<file path="config.mk">
export PLATFORM = sky130hd
export DESIGN_NAME = c8ic_reg_file
export DESIGN_NICKNAME = d
export VERILOG_FILES = /design/src/rtl/core/chip8_instruction_core_unit_defines.svh /design/src/rtl/core/c8ic_pkg.sv /design/src/rtl/core/c8ic_reg_file.sv
export SDC_FILE = /design/constraint.sdc
export NUM_CORES = 1
export LEC_CHECK = 0
export BUFFER_PORTS_ARGS = -buffer_cell sky130_fd_sc_hd__buf_2
export CORE_AREA = 4 4 114 116
export CTS_CLUSTER_DIAMETER = 80
export DETAILED_ROUTE_END_ITERATION = 16
export DIE_AREA = 0 0 118 120
export MAX_ROUTING_LAYER = met4
export PLACE_DENSITY = 0.78
export SETUP_SLACK_MARGIN = 0.5
export SLEW_MARGIN = 20
export SYNTH_ARGS = -nofsm -noshare
export SYNTH_HDL_FRONTEND = slang
export SYNTH_SLANG_ARGS = --single-unit
</file>
<file path="constraint.sdc">
create_clock -name i_clk -period 2.14 [get_ports i_clk]
set_input_delay 0.214 -clock i_clk [delete_from_list [all_inputs] [get_ports i_clk]]
set_output_delay 0.214 -clock i_clk [all_outputs]
set_load 0.05 [all_outputs]
</file>
<file path="src/rtl/core/chip8_instruction_core_unit_defines.svh">
// ----------------------------------------------------------------------------
// chip8 instruction core assertion macros
// clocked property checks, empty in synthesis
// ----------------------------------------------------------------------------
`ifndef CHIP8_INSTRUCTION_CORE_UNIT_DEFINES_SVH
`define CHIP8_INSTRUCTION_CORE_UNIT_DEFINES_SVH

`ifndef SYNTHESIS
`define C8IC_ASSERT(lbl, clk, rstn, prop, msg) \
    lbl: assert property (@(posedge clk) disable iff (!rstn) prop) \
        else $error(msg);
`define C8IC_ASSERT_NEVER(lbl, clk, rstn, expr, msg) \
    lbl: assert property (@(posedge clk) disable iff (!rstn) !(expr)) \
        else $error(msg);
`else
`define C8IC_ASSERT(lbl, clk, rstn, prop, msg)
`define C8IC_ASSERT_NEVER(lbl, clk, rstn, expr, msg)
`endif

`endif

</file>
<file path="src/rtl/core/c8ic_pkg.sv">
// ----------------------------------------------------------------------------
// chip8 instruction core package
// shared widths, opcode codes, status codes and result structs
// ----------------------------------------------------------------------------
`timescale 1ns / 1ps

package c8ic_pkg;

    localparam int ADDR_W            = 12;
    localparam int MEM_BYTES         = 1 << ADDR_W;
    localparam int STACK_DEPTH_DEF   = 16;
    localparam int IN_DATA_W         = 24;
    localparam int OUT_DATA_W        = 64;
    localparam int RESULT_W          = 58;

    localparam logic [ADDR_W-1:0] LOAD_BASE = 12'h200;
    localparam logic [15:0]       OP_CLEAR  = 16'h00E0;
    localparam logic [15:0]       OP_RETURN = 16'h00EE;

    localparam logic [3:0] NIB_SYS  = 4'h0;
    localparam logic [3:0] NIB_JP   = 4'h1;
    localparam logic [3:0] NIB_CALL = 4'h2;
    localparam logic [3:0] NIB_SE   = 4'h3;
    localparam logic [3:0] NIB_SNE  = 4'h4;
    localparam logic [3:0] NIB_SER  = 4'h5;
    localparam logic [3:0] NIB_LD   = 4'h6;
    localparam logic [3:0] NIB_ADD  = 4'h7;
    localparam logic [3:0] NIB_ALU  = 4'h8;
    localparam logic [3:0] NIB_LDI  = 4'hA;
    localparam logic [3:0] NIB_DRW  = 4'hD;

    localparam logic [3:0] ALU_MOV = 4'h0;
    localparam logic [3:0] ALU_OR  = 4'h1;
    localparam logic [3:0] ALU_AND = 4'h2;
    localparam logic [3:0] ALU_XOR = 4'h3;

    typedef enum logic [1:0] {
        ST_OK  = 2'd0,
        ST_UNK = 2'd1,
        ST_OVF = 2'd2,
        ST_UNF = 2'd3
    } t_status;

    typedef struct packed {
        t_status           status;
        logic [ADDR_W-1:0] pc;
        logic [ADDR_W-1:0] index;
        logic              index_we;
        logic              reg_we;
        logic [7:0]        reg_val;
        logic              push;
        logic              pop;
        logic              draw;
        logic              clear;
        logic              skip;
    } t_exec;

    // first member sits in the top bits
    typedef struct packed {
        logic              skipped;
        logic              clear_screen;
        logic              draw_request;
        logic [7:0]        reg_value;
        logic [3:0]        reg_number;
        logic              reg_written;
        logic [ADDR_W-1:0] index_value;
        logic [ADDR_W-1:0] next_pc;
        logic [15:0]       executed_opcode;
        t_status           status;
    } t_result;

endpackage

</file>
<file path="src/rtl/core/c8ic_reg_file.sv">
// ----------------------------------------------------------------------------
// chip8 general register file
// sixteen byte registers, one write port and two registered read ports
// ----------------------------------------------------------------------------
`timescale 1ns / 1ps

module c8ic_reg_file
    import c8ic_pkg::*;
(
    input  logic       i_clk,
    input  logic       i_we,
    input  logic [3:0] i_waddr,
    input  logic [7:0] i_wdata,
    input  logic       i_re,
    input  logic [3:0] i_raddr_a,
    input  logic [3:0] i_raddr_b,
    output logic [7:0] o_rdata_a,
    output logic [7:0] o_rdata_b
);

    logic [7:0] r_mem [16];
    logic [7:0] r_rd_a;
    logic [7:0] r_rd_b;

    always_ff @(posedge i_clk) begin
        if (i_we) begin
            r_mem[i_waddr] <= i_wdata;
        end
        if (i_re) begin
            r_rd_a <= r_mem[i_raddr_a];
            r_rd_b <= r_mem[i_raddr_b];
        end
    end

    assign o_rdata_a = r_rd_a;
    assign o_rdata_b = r_rd_b;

endmodule

</file>
# Word level (Yosys, flattened, before mapping)
# Memories as Yosys holds them, arrays and structs flattened. A register that Yosys moved wholly into a read port is not among the register bits.
# Index checks and enable logic that the tools add are counted.
[classes]
n_addsub = 0
n_mul = 0
div = 0
magnitude_cmp = 0
n_eq_ne = 0
shifts = 0
mux = 2
n_bitwise = 0
n_reduce_logical = 0
[ops]
columns = ["operator", "n"]
rows = [
  ["$mux 1", 2],
]
[totals]
register_bits = 0
latchBits = 0
mem_bits_rw = 128
romBits = 0
in_bits = 23
output_inout_bits = 16
wordCells = 3
n_memories = 1
[mem_list]
columns = ["name", "depth", "word_bits", "read_ports", "rd_clocked_by_memory_dff", "wr", "line", "source"]
rows = [
  ["r_mem", 16, 8, 2, 2, 1, "c8ic_reg_file.sv:21", "logic [7:0] r_mem [16];"],
]

# Longest topological paths before layout
[logic_depth]
word_depth = 2
ltp_mapped = 5
ltp_nobuf = 3

# Worst setup path after synthesis
# No wires, ideal clock.
[synth_path]
kind = "input -> register"
start = "input port i_waddr[2]"
end = "memory r_mem[0][0], enable pin"
arrival_ps = 1324
t_required_ps = 1757
path_slack_ps = 433
cell_stages = 2
path_cell_list = "or3b_2 nor3_1"
[synth_rtl]
columns = ["item", "line", "source"]
rows = [
  ["from (decl)", "c8ic_reg_file.sv:12", "input logic [3:0] i_waddr,"],
  ["to (decl)", "c8ic_reg_file.sv:21", ""],
]
# No word-level cell before the write port.

==> impl_metrics.csv <==
group,metric,value,unit
detailed_routing,route.detailed.drc,0,
logic_synthesis,synth_fp_nets,330,
global_route,track_usage,21.24,%
detailed_routing,detailroute.wirelength.met3,1.029,mm
finish,net_count_reported_at_finish,394,
finish,syn2layout_area_growth,15.25,%
cts,tritoncts.num_buffers,17,
logic_synthesis,syn-instance-count,307,
detailed_routing,avgRoutedWirePerCell,26.06,µm
detailed_routing,highest-signal-layer,"met4",
cts,ctsRootBufferMaster,"sky130_fd_sc_hd__clkbuf_16",
logic_synthesis,netlist_top_cells_count,"sky130_fd_sc_hd__edfxtp_1 (144), sky130_fd_sc_hd__mux4_2 (34), sky130_fd_sc_hd__a22oi_1 (32)",
detailed_routing,drtIter0Drc,293,
floorplan,ios,39,
setup_path,path_cells,"mux4_1 > a22oi_1 > nand2_1",
detailed_routing,vias_per_cell,6.669,
global_route,gr-total-overflow,0,
timing,maxClockFrequency,0.6290,GHz
min_path,min-delay-path-class,"primary input to flip-flop",
cts,post_cts_resized,0,
logic_synthesis,synth.lib_cells_used.distinct,19,
logic_synthesis,share_of_flip_flops_with_an_asynchronous_set_or_reset,0,%
cts,clock_sinks,144,
detailed_routing,via_count,3528,
cts,cts_setup_buffers,0,
global_route,antenna_violations_before_repair,0,
setup_path,timing.critical_path.slowest_stage_cell,"sky130_fd_sc_hd__mux4_1",
logic_synthesis,postSynth.topFlopCell,"sky130_fd_sc_hd__edfxtp_1",
place,numPortBuffers,38,
floorplan,core_region_area,11910,µm²
setup_path,crit_path_start_kind,"flip-flop",
cts,cts_htree_levels,4,
finish,nFillCells,806,
setup_path,cp_max_fo,2,
floorplan,die_area,14160,µm²
logic_synthesis,mappedNetlistArea,6506,µm²
timing,setup_viol_count_final,0,
setup_path,critical_path_required,2290,ps
setup_path,critPathArrivalTime,1740,ps
global_route,grt_pass1_wl,21.26,mm
logic_synthesis,synthesis.area_per_instance,21.19,µm²
timing,slew_violations,0,
place,dp_hpwl,9.237,mm
timing,layout_min_cycle_time,1590,ps
finish,layout.core_utilization,62.95,%
detailed_routing,firstDrtPassIters,5,
timing,final_hold_viol_count,0,
detailed_routing,routed_wl,13.78,mm
pwr,power-per-cell-area,876.9,nW/µm²
timing,tns,0,ps
global_route,first_global_vias,3703,
finish,layout-drive-gt1-share,33.25,%
timing,worst_clock_skew,6.211,ps
logic_synthesis,synth_enable_flop_cells,144,
logic_synthesis,synth_top_area_share,66.46,%
global_route,largest_net_degree_at_the_start_of_global_routing,33,
logic_synthesis,synth.most_common_cell,"sky130_fd_sc_hd__edfxtp_1",
detailed_routing,wl_met2,7.113,mm
timing,timing.max_slew.rel_slack,52.97,%
logic_synthesis,synth-seq-cells,144,
setup_path,critical_path.max_stage_delay,550,ps
logic_synthesis,synth.yosys.seq_area_share,66.46,%
finish,antenna-diode-count,0,
cts,clk_transition_reported_paths,60,ps
finish,regArea,4324,µm²
run_status,run_status,"finished clean",
cts,source_to_sink_clock_delay_at_the_later_pin_of_the_worst_skew_pair,410,ps
timing,tightest_slew,702.8,ps
floorplan,initial_util,54.62,%
setup_path,worstSetupPathType,"flip-flop to flip-flop",
place,place.gp.congestion,0.8288,
logic_synthesis,synthTopCellsByArea,"sky130_fd_sc_hd__edfxtp_1 (66%), sky130_fd_sc_hd__mux4_2 (12%), sky130_fd_sc_hd__mux4_1 (11%), sky130_fd_sc_hd__a22oi_1 (3.7%), sky130_fd_sc_hd__buf_6 (1.0%)",
timing,rsz_0062_raised_after_global_routing,"no",
floorplan,dieWidth,118,µm
logic_synthesis,yosys.area.top_type,"sky130_fd_sc_hd__edfxtp_1",
cts,cts_tree,"done",
pwr,ir_drop,1.032,mV
logic_synthesis,synthesis.yosys.warnings,0,
floorplan,fp-row-count,40,
finish,area_of_the_multi_input_gates,2014,µm²
floorplan,die_h,120,µm
flow_run,max-cap-violations,0,
pwr,cellLeakagePower,0.002603,µW
cts,clockBufferDepth,2,
detailed_routing,ant_nets,0,
setup_path,setup.worst_path.end_class,"flip-flop",
timing,fin_crit_sh,74.29,%
detailed_routing,route.layer.met1.wl,5.381,mm
cts,cts.hold.buffers_added,0,
worst paths after layout:
path	start	end	slack, ps	cells past startpoint
setup / recovery	r_mem[9][4]$_DFFE_PP_	o_rdata_a[4]$_DFFE_PP_	550	3
hold / removal	i_wdata[6]	r_mem[9][6]$_DFFE_PP_	180	1
setup reg to reg	r_mem[9][4]$_DFFE_PP_	o_rdata_a[4]$_DFFE_PP_	550	3
hold reg to reg	r_mem[8][2]$_DFFE_PP_	o_rdata_a[2]$_DFFE_PP_	780	3
cells by family (layout without fill, tap and decap cells):
kind of cell | Yosys count | count (layout) | share of synthesized area [%]
mux | 64 | 64 | 23.85
simple gates | 47 | 47 | 3.346
flops | 144 | 144 | 66.46
buf+inv | 20 | 95 | 2.654
compound gates | 32 | 32 | 3.692
power breakdown:
group / internal [µW] / total, µW / switching, µW
sequential: 3200 / 3230 / 30.2
clock: 1800 / 2800 / 1000
combinational: 217 / 550 / 333
total: 5210 / 6580 / 1360
per-stage QoR:
step                      power [µW]  cells  worst slack, ps  hold slack, ps  cell area (µm²)
after global routing            6794    529            527.1           180.2             7498
after global placement          3816    499            225.3           597.7             6940
after floorplan                 3650    307            643.6           312.9             6511
final                           6576    529            550.1           185.0             7498
after detailed placement        3833    499            166.1           607.3             6940
after CTS                       6618    529            549.0           175.3             7498
critical path, delay by kind of cell (launching register included):
kind,cells,cell delay [ps]
mux,1,550
flops,1,390
compound gates,1,270
simple gates,1,110
final cells by class:
| cell class | instances | share of cell area [%] |
|---|---|---|
| Sequential cell | 144 | 57.67 |
| Multi-Input combinational cell | 143 | 26.86 |
| Clock buffer | 21 | 5.874 |
| Timing Repair Buffer | 65 | 5.573 |
| Tap cell | 147 | 2.453 |
| Clock inverter | 9 | 1.568 |
state kept, by name, indices dropped and copies added, names as in the netlist:
signal	count
o_rdata_b	8
o_rdata_a	8
r_mem	128
placed cells by master, fill, tap and decap left out, types with 4 or more instances in the layout:
master and instances:
sky130_fd_sc_hd__a22oi_1 32, sky130_fd_sc_hd__buf_2 38, sky130_fd_sc_hd__buf_4 25, sky130_fd_sc_hd__clkbuf_1 4
sky130_fd_sc_hd__clkbuf_16 17, sky130_fd_sc_hd__clkinv_2 4, sky130_fd_sc_hd__edfxtp_1 144, sky130_fd_sc_hd__mux4_1 28
sky130_fd_sc_hd__mux4_2 34, sky130_fd_sc_hd__nand2_1 17, sky130_fd_sc_hd__nor2_1 14
layer usage:
metal  vias to the layer above  global-route usage [%]
met5                         -                       -
met2                       185                   34.24
li1                       1484                       -
met4                         0                   7.106
met3                        22                   5.796
met1                      1837                   26.53
No activity file was read; power rests on OpenSTA's default activity.
