[src/rtl/core/chip8_instruction_core_unit_defines.svh]
// ----------------------------------------------------------------------------
// chip8 instruction core assertion macros
// clocked property checks, empty in synthesis
// ----------------------------------------------------------------------------
`ifndef CHIP8_INSTRUCTION_CORE_UNIT_DEFINES_SVH
`define CHIP8_INSTRUCTION_CORE_UNIT_DEFINES_SVH

`ifndef SYNTHESIS
`define C8IC_ASSERT(lbl, clk, rstn, prop, msg) \
    lbl: assert property (@(posedge clk) disable iff (!rstn) prop) \
        else $error(msg);
`define C8IC_ASSERT_NEVER(lbl, clk, rstn, expr, msg) \
    lbl: assert property (@(posedge clk) disable iff (!rstn) !(expr)) \
        else $error(msg);
`else
`define C8IC_ASSERT(lbl, clk, rstn, prop, msg)
`define C8IC_ASSERT_NEVER(lbl, clk, rstn, expr, msg)
`endif

`endif

[src/rtl/core/c8ic_pkg.sv]
// ----------------------------------------------------------------------------
// chip8 instruction core package
// shared widths, opcode codes, status codes and result structs
// ----------------------------------------------------------------------------
`timescale 1ns / 1ps

package c8ic_pkg;

    localparam int ADDR_W            = 12;
    localparam int MEM_BYTES         = 1 << ADDR_W;
    localparam int STACK_DEPTH_DEF   = 16;
    localparam int IN_DATA_W         = 24;
    localparam int OUT_DATA_W        = 64;
    localparam int RESULT_W          = 58;

    localparam logic [ADDR_W-1:0] LOAD_BASE = 12'h200;
    localparam logic [15:0]       OP_CLEAR  = 16'h00E0;
    localparam logic [15:0]       OP_RETURN = 16'h00EE;

    localparam logic [3:0] NIB_SYS  = 4'h0;
    localparam logic [3:0] NIB_JP   = 4'h1;
    localparam logic [3:0] NIB_CALL = 4'h2;
    localparam logic [3:0] NIB_SE   = 4'h3;
    localparam logic [3:0] NIB_SNE  = 4'h4;
    localparam logic [3:0] NIB_SER  = 4'h5;
    localparam logic [3:0] NIB_LD   = 4'h6;
    localparam logic [3:0] NIB_ADD  = 4'h7;
    localparam logic [3:0] NIB_ALU  = 4'h8;
    localparam logic [3:0] NIB_LDI  = 4'hA;
    localparam logic [3:0] NIB_DRW  = 4'hD;

    localparam logic [3:0] ALU_MOV = 4'h0;
    localparam logic [3:0] ALU_OR  = 4'h1;
    localparam logic [3:0] ALU_AND = 4'h2;
    localparam logic [3:0] ALU_XOR = 4'h3;

    typedef enum logic [1:0] {
        ST_OK  = 2'd0,
        ST_UNK = 2'd1,
        ST_OVF = 2'd2,
        ST_UNF = 2'd3
    } t_status;

    typedef struct packed {
        t_status           status;
        logic [ADDR_W-1:0] pc;
        logic [ADDR_W-1:0] index;
        logic              index_we;
        logic              reg_we;
        logic [7:0]        reg_val;
        logic              push;
        logic              pop;
        logic              draw;
        logic              clear;
        logic              skip;
    } t_exec;

    // first member sits in the top bits
    typedef struct packed {
        logic              skipped;
        logic              clear_screen;
        logic              draw_request;
        logic [7:0]        reg_value;
        logic [3:0]        reg_number;
        logic              reg_written;
        logic [ADDR_W-1:0] index_value;
        logic [ADDR_W-1:0] next_pc;
        logic [15:0]       executed_opcode;
        t_status           status;
    } t_result;

endpackage

[src/rtl/core/c8ic_exec.sv]
// ----------------------------------------------------------------------------
// chip8 execute unit
// decodes one opcode and forms next pc, index, register and stack actions
// ----------------------------------------------------------------------------
`timescale 1ns / 1ps

module c8ic_exec
    import c8ic_pkg::*;
(
    input  logic [15:0]       i_op,
    input  logic [7:0]        i_vx,
    input  logic [7:0]        i_vy,
    input  logic [ADDR_W-1:0] i_pc,
    input  logic [ADDR_W-1:0] i_index,
    input  logic              i_sp_empty,
    input  logic              i_sp_full,
    input  logic [ADDR_W-1:0] i_stack_top,
    output t_exec             o_res
);

    logic [3:0]        w_nib;
    logic [7:0]        w_nn;
    logic [ADDR_W-1:0] w_nnn;
    logic [ADDR_W-1:0] w_pc_adv;
    logic              w_take;

    assign w_nib    = i_op[15:12];
    assign w_nn     = i_op[7:0];
    assign w_nnn    = i_op[ADDR_W-1:0];
    assign w_pc_adv = i_pc + ADDR_W'(2);

    always_comb begin
        o_res          = '0;
        o_res.status   = ST_OK;
        o_res.pc       = w_pc_adv;
        o_res.index    = i_index;
        w_take         = 1'b0;
        unique case (w_nib)
            NIB_SYS: begin
                if (i_op == OP_CLEAR) begin
                    o_res.draw  = 1'b1;
                    o_res.clear = 1'b1;
                end else if (i_op == OP_RETURN) begin
                    if (i_sp_empty) begin
                        o_res.status = ST_UNF;
                        o_res.pc     = i_pc;
                    end else begin
                        o_res.pop = 1'b1;
                        o_res.pc  = i_stack_top;
                    end
                end
            end
            NIB_JP: begin
                o_res.pc = w_nnn;
            end
            NIB_CALL: begin
                if (i_sp_full) begin
                    o_res.status = ST_OVF;
                    o_res.pc     = i_pc;
                end else begin
                    o_res.push = 1'b1;
                    o_res.pc   = w_nnn;
                end
            end
            NIB_SE:  w_take = (i_vx == w_nn);
            NIB_SNE: w_take = (i_vx != w_nn);
            NIB_SER: w_take = (i_vx == i_vy);
            NIB_LD: begin
                o_res.reg_we  = 1'b1;
                o_res.reg_val = w_nn;
            end
            NIB_ADD: begin
                o_res.reg_we  = 1'b1;
                o_res.reg_val = i_vx + w_nn;
            end
            NIB_ALU: begin
                unique case (i_op[3:0])
                    ALU_MOV: begin
                        o_res.reg_we  = 1'b1;
                        o_res.reg_val = i_vy;
                    end
                    ALU_OR: begin
                        o_res.reg_we  = 1'b1;
                        o_res.reg_val = i_vx | i_vy;
                    end
                    ALU_AND: begin
                        o_res.reg_we  = 1'b1;
                        o_res.reg_val = i_vx & i_vy;
                    end
                    ALU_XOR: begin
                        o_res.reg_we  = 1'b1;
                        o_res.reg_val = i_vx ^ i_vy;
                    end
                    default: begin
                        o_res.reg_we = 1'b0;
                    end
                endcase
            end
            NIB_LDI: begin
                o_res.index_we = 1'b1;
                o_res.index    = w_nnn;
            end
            NIB_DRW: begin
                o_res.draw = 1'b1;
            end
            default: begin
                o_res.status = ST_UNK;
            end
        endcase
        if (w_take) begin
            o_res.pc   = w_pc_adv + ADDR_W'(2);
            o_res.skip = 1'b1;
        end
    end

endmodule
[config.mk]
export PLATFORM = sky130hd
export DESIGN_NAME = c8ic_exec
export DESIGN_NICKNAME = d
export VERILOG_FILES = /design/src/rtl/core/chip8_instruction_core_unit_defines.svh /design/src/rtl/core/c8ic_pkg.sv /design/src/rtl/core/c8ic_exec.sv
export SDC_FILE = /design/constraint.sdc
export NUM_CORES = 1
export LEC_CHECK = 0
export BUFFER_PORTS_ARGS = -buffer_cell sky130_fd_sc_hd__buf_2
export CELL_PAD_IN_SITES_DETAIL_PLACEMENT = 1
export CELL_PAD_IN_SITES_GLOBAL_PLACEMENT = 2
export CORE_UTILIZATION = 29
export DETAILED_ROUTE_END_ITERATION = 7
export PLACE_DENSITY = 0.94
export SLEW_MARGIN = 20
export SYNTH_ARGS = -nofsm -noshare
export SYNTH_HDL_FRONTEND = slang
export SYNTH_SLANG_ARGS = --single-unit
[constraint.sdc]
create_clock -name vclk -period 6.65
set_input_delay 0.665 -clock vclk [all_inputs]
set_output_delay 0.665 -clock vclk [all_outputs]
set_load 0.005 [all_outputs]
# Word level (Yosys, flattened, before mapping)
# Cells that the tools add are included.
dict set report op_classes {
  eq_ne 18
  n_mux 24
  reduce_logical 4
  n_addsub 3
  bitwise 3
}
# operator n
set op_table {}
lappend op_table {{$mux 12} 3}
lappend op_table {{$pmux 12 s3} 1}
lappend op_table {{$eq 16x8->1 const B} 2}
lappend op_table {{$pmux 8 s4} 1}
lappend op_table {{$mux 14} 2}
lappend op_table {{$pmux 9 s3} 1}
lappend op_table {{$add 12x2->12 const B} 2}
lappend op_table {{$eq 4x2->1 const B} 4}
lappend op_table {{$eq 4x3->1 const B} 4}
lappend op_table {{$eq 8x8->1} 2}
lappend op_table {{$mux 13} 1}
lappend op_table {{$eq 4x4->1 const B} 3}
lappend op_table {{$mux 1} 9}
lappend op_table {{$reduce_or 9->1} 1}
lappend op_table {{$add 8x8->8} 1}
lappend op_table {{$and 8x8->8} 1}
lappend op_table {{$eq 4x1->1 const B} 2}
lappend op_table {{$logic_not 4->1} 2}
lappend op_table {{$ne 8x8->1} 1}
lappend op_table {{$or 8x8->8} 1}
lappend op_table {{$xor 8x8->8} 1}
lappend op_table {{$mux 2} 3}
lappend op_table {{$pmux 2 s3} 1}
lappend op_table {{$reduce_or 4->1} 1}
lappend op_table {{2 further kinds} 2}
dict set report totals {
  elab_cells 52
  reg_bits 0
}

# Depth between registers and ports, before layout
dict set report depth {
  depth_word 5
  mapped_depth 9
}

# Worst setup path after synthesis
# No wires, ideal clock.
dict set report synth_timing {
  path_kind {input to output}
  from {input i_op[15]}
  to {output o_res[33] (netlist name)}
  n_path_buf 2
  cell_stages 9
  t_arrival_ns 2.568
  slack_ns 3.417
  path_cell_list {buf_4 > nor4bb_1 > buf_2 > mux2i_1 > o2111ai_1 > nor4_2 > nor2_1 > inv_2 > mux2i_1}
}
# item line_no
set synth_rtl {}
lappend synth_rtl {{start: declaration} c8ic_exec.sv:10} ;# input logic [15:0] i_op,
lappend synth_rtl {{end: declaration} c8ic_exec.sv:18} ;# output t_exec o_res

==> results summary <==
The Yosys step of the flow raised 0 warnings. The final standard cell utilization of the core is 36.22%. The count of final max-slew check failures came out at 0. The sum of overflow across all layers after global routing is 0. The remaining routing DRC violations is 0.

The placement row count came out at 35. The clock share of power is 0%. The worst path in the final design needs a cycle of 3.983 ns, including I/O delays and setup. The first global-routing pass estimated 17830 um of wire. The total of cells resized after clock tree synthesis is 0. The worst path arrival time is 3.32 ns. The synthesized netlist net count is 495. The number of fill cells is 1225. The final setup violation count came out at 0. IR analysis of the VDD net gives a maximum drop of 0.02192 mV. The sequential cells in the finished layout cover a total of 0 um^2.

The post-layout net count is 580. The number of hold-slack violations in the final timing report is 0. The die covers 9837 um^2. The sequential cell fraction of total power came out at 0%. The post-route standard cell area excluding fillers is 3331 um^2. The worst slew margin relative to its limit came out at 30.43%. Relative to the synthesized area, the layout overhead comes to 21.61%.

The critical path's largest stage delay is 0.68 ns. The power spent charging and discharging nets came out at 0.0001176 W. The number of buffers added to fix hold violations after cts is 0. Entering global routing, the biggest net connects 27 pins. The area of the mapped netlist came out at 2739 um^2. Walking the worst path, the cells encountered are buf_2 -> nor4bb_1 -> buf_4 -> mux2i_1 -> o2111ai_1 -> nor4_2 -> nor2_1 -> inv_2 -> mux2i_1 -> buf_2. The count of clock-net buffers in the final layout came out at 0. The cell-internal power came out at 0.00008435 W. The via count of the first global-routing pass is 3463. The initial detailed-routing violation count came out at 163.

The setup path with the least slack is of type input port to primary output. The class of the tightest hold or removal check is input port to primary output. The final setup TNS is 0 ns.

The post-route netlist has 29.67% of its cells at a drive strength greater than 1. Counting every instance in the synthesized netlist gives 399. The sequential cell count came out at 0. The count of antenna-violating nets left after detailed routing came out at 0. In the final layout, the multi-input gates occupy 2527 um^2. The count of buffers inserted at the top-level ports is 111. The routed via count is 3414. The count of antenna diodes in the layout came out at 0. The areal power density over the cells is 60.63 nW/um^2. STA puts the critical path data required time at 5.98 ns. The per-cell via count in the routed design came out at 5.757. Once the clock tree was built, the setup fixing pass inserted 0 buffers. The worst-case setup slack after placement came out at 2.720 ns. The starting utilization of the core area came out at 29.78%.

The total length of routed wires is 11070 um. The horizontal die dimension came out at 99.18 um. In this run, distinct cell masters in the synthesized netlist total 64. Among all stages on the critical path, the largest delay is contributed by sky130_fd_sc_hd__nor4_2. Before antenna repair, the detailed router went through 4 iterations. The per-instance average area after synthesis is 6.864 um^2. The placed instances occupy a cell area of 3331 um^2. The transition at the pin with the smallest max-transition slack is 1.035 ns.

In the post-route analysis, the smallest setup slack over all paths is 2.667 ns. The overall track demand over capacity in global routing came out at 21.97%. The worst setup path is captured at a primary output. The number of antenna violations at the first check in global routing was 0. The core area came out at 9196 um^2. The peak fanout along the critical path is 20.

STA classifies the critical path startpoint as an input port. The fraction of the cycle the final worst path needs is 59.89%. Net switching is 58.23% of the power. The final RePlAce weighted congestion came out at 0.8656. The mean routed wirelength per cell came out at 18.67 um. The timing-limited maximum frequency is 0.2511 GHz.

The reported max-cap violation count came out at 0. The part of the Yosys area used for sequential elements is 0%. Setup repair after global routing left no endpoint under its margin. The leakage dissipation came out at 1.482 nW. 111 I/O pins were placed. The post-DP HPWL came out at 8920 um. The flow ran to the end, and the final reports show no timing, DRC or antenna violations. The combinational cell fraction of total power is 100.0%. Measured along the y axis, the die boundary spans 99.18 um.
-- cell usage after synthesis, drive strengths merged (4+ instances only) --
master  count  area share, %
nand2      36            4.9
a21oi      33            6.0
o21ai      29            5.3
ha         25             11
inv        25            3.4
clkbuf     20            2.7
mux2i      17            6.2
xor2       17            5.4
mux2       16            6.6
nor2       16            2.2
xnor2      15            4.8
nor3       14            3.1
a22oi      10            2.7
buf        10            2.0
nand3      10            1.8
a211oi      9            2.6
nor2b       9            2.1
a22o        8            2.6
nand2b      7            1.6
nor4        6            1.8
o31ai       5            1.4
a21o        4            1.1
a221oi      4            1.3
nand4b      4            1.3
nor4b       4            1.3
-- power by group through the flow --
| stage | logic [W] | clock network (W) | registers, W |
|---|---|---|---|
| 2_1_floorplan | 0.000121 | 0 | 0 |
| 3_3_place_gp | 0.000195 | 0 | 0 |
| 3_5_place_dp | 0.000200 | 0 | 0 |
| 4_1_cts | 0.000201 | 0 | 0 |
| 5_1_grt | 0.000223 | 0 | 0 |
| 6_report | 0.000202 | 0 | 0 |
-- layout by cell type (no fill, tap or decap), drive strengths merged, types with 16 or more instances in the layout --
cell / n
a21oi: 33
mux2: 16
o21ai: 29
inv: 25
xor2: 17
mux2i: 17
nor2: 16
ha: 25
nand2: 36
buf: 113
-- worst max-delay path, delay by kind of cell --
kind,cells,cell delay (ns)
AND/OR/NAND/NOR,3,1.23
buffers and inverters,4,0.85
multiplexers,2,0.39
AO/OA/AOI/OAI,1,0.18
-- layer usage --
| layer | wire (um) | GRT usage [%] | up-vias |
|---|---|---|---|
| li1 | - | - | 1644 |
| met3 | 442 | 1.054 | 6 |
| met5 | 0 | 0 | - |
| met2 | 5466 | 39.48 | 91 |
| met4 | 55 | 1.810 | 0 |
| met1 | 5104 | 30.13 | 1673 |
-- metrics by stage --
stage	total power (W)	std cells	hold WS [ns]
after CTS	0.0002010	593	1.624
after global routing	0.0002227	593	1.630
final	0.0002019	593	1.621
after detailed placement	0.0002000	593	1.622
after floorplan	0.0001214	399	1.456
after global placement	0.0001949	593	1.621
-- final timing paths --
kind / startpoint / end / cells after the start
max: i_op[12] / o_res[33] / 10
min: i_index[3] / o_res[18] / 3
-- layout make-up --
class              count  area share [%]
multi-input cells    344           75.88
repair buffers       113           17.13
well taps            111           4.170
inverters             25           2.817
-- cell families after synthesis --
| family | after synthesis | synth area share [%] |
|---|---|---|
| adders and majority gates | 26 | 12.15 |
| buffers and inverters | 55 | 8.131 |
| AOI/OAI and AO/OA | 132 | 32.39 |
| xor gates and xnor gates | 32 | 10.23 |
| and+or+nand+nor | 121 | 24.30 |
| muxes | 33 | 12.79 |
Note: power is estimated with default switching activity, not from simulation.
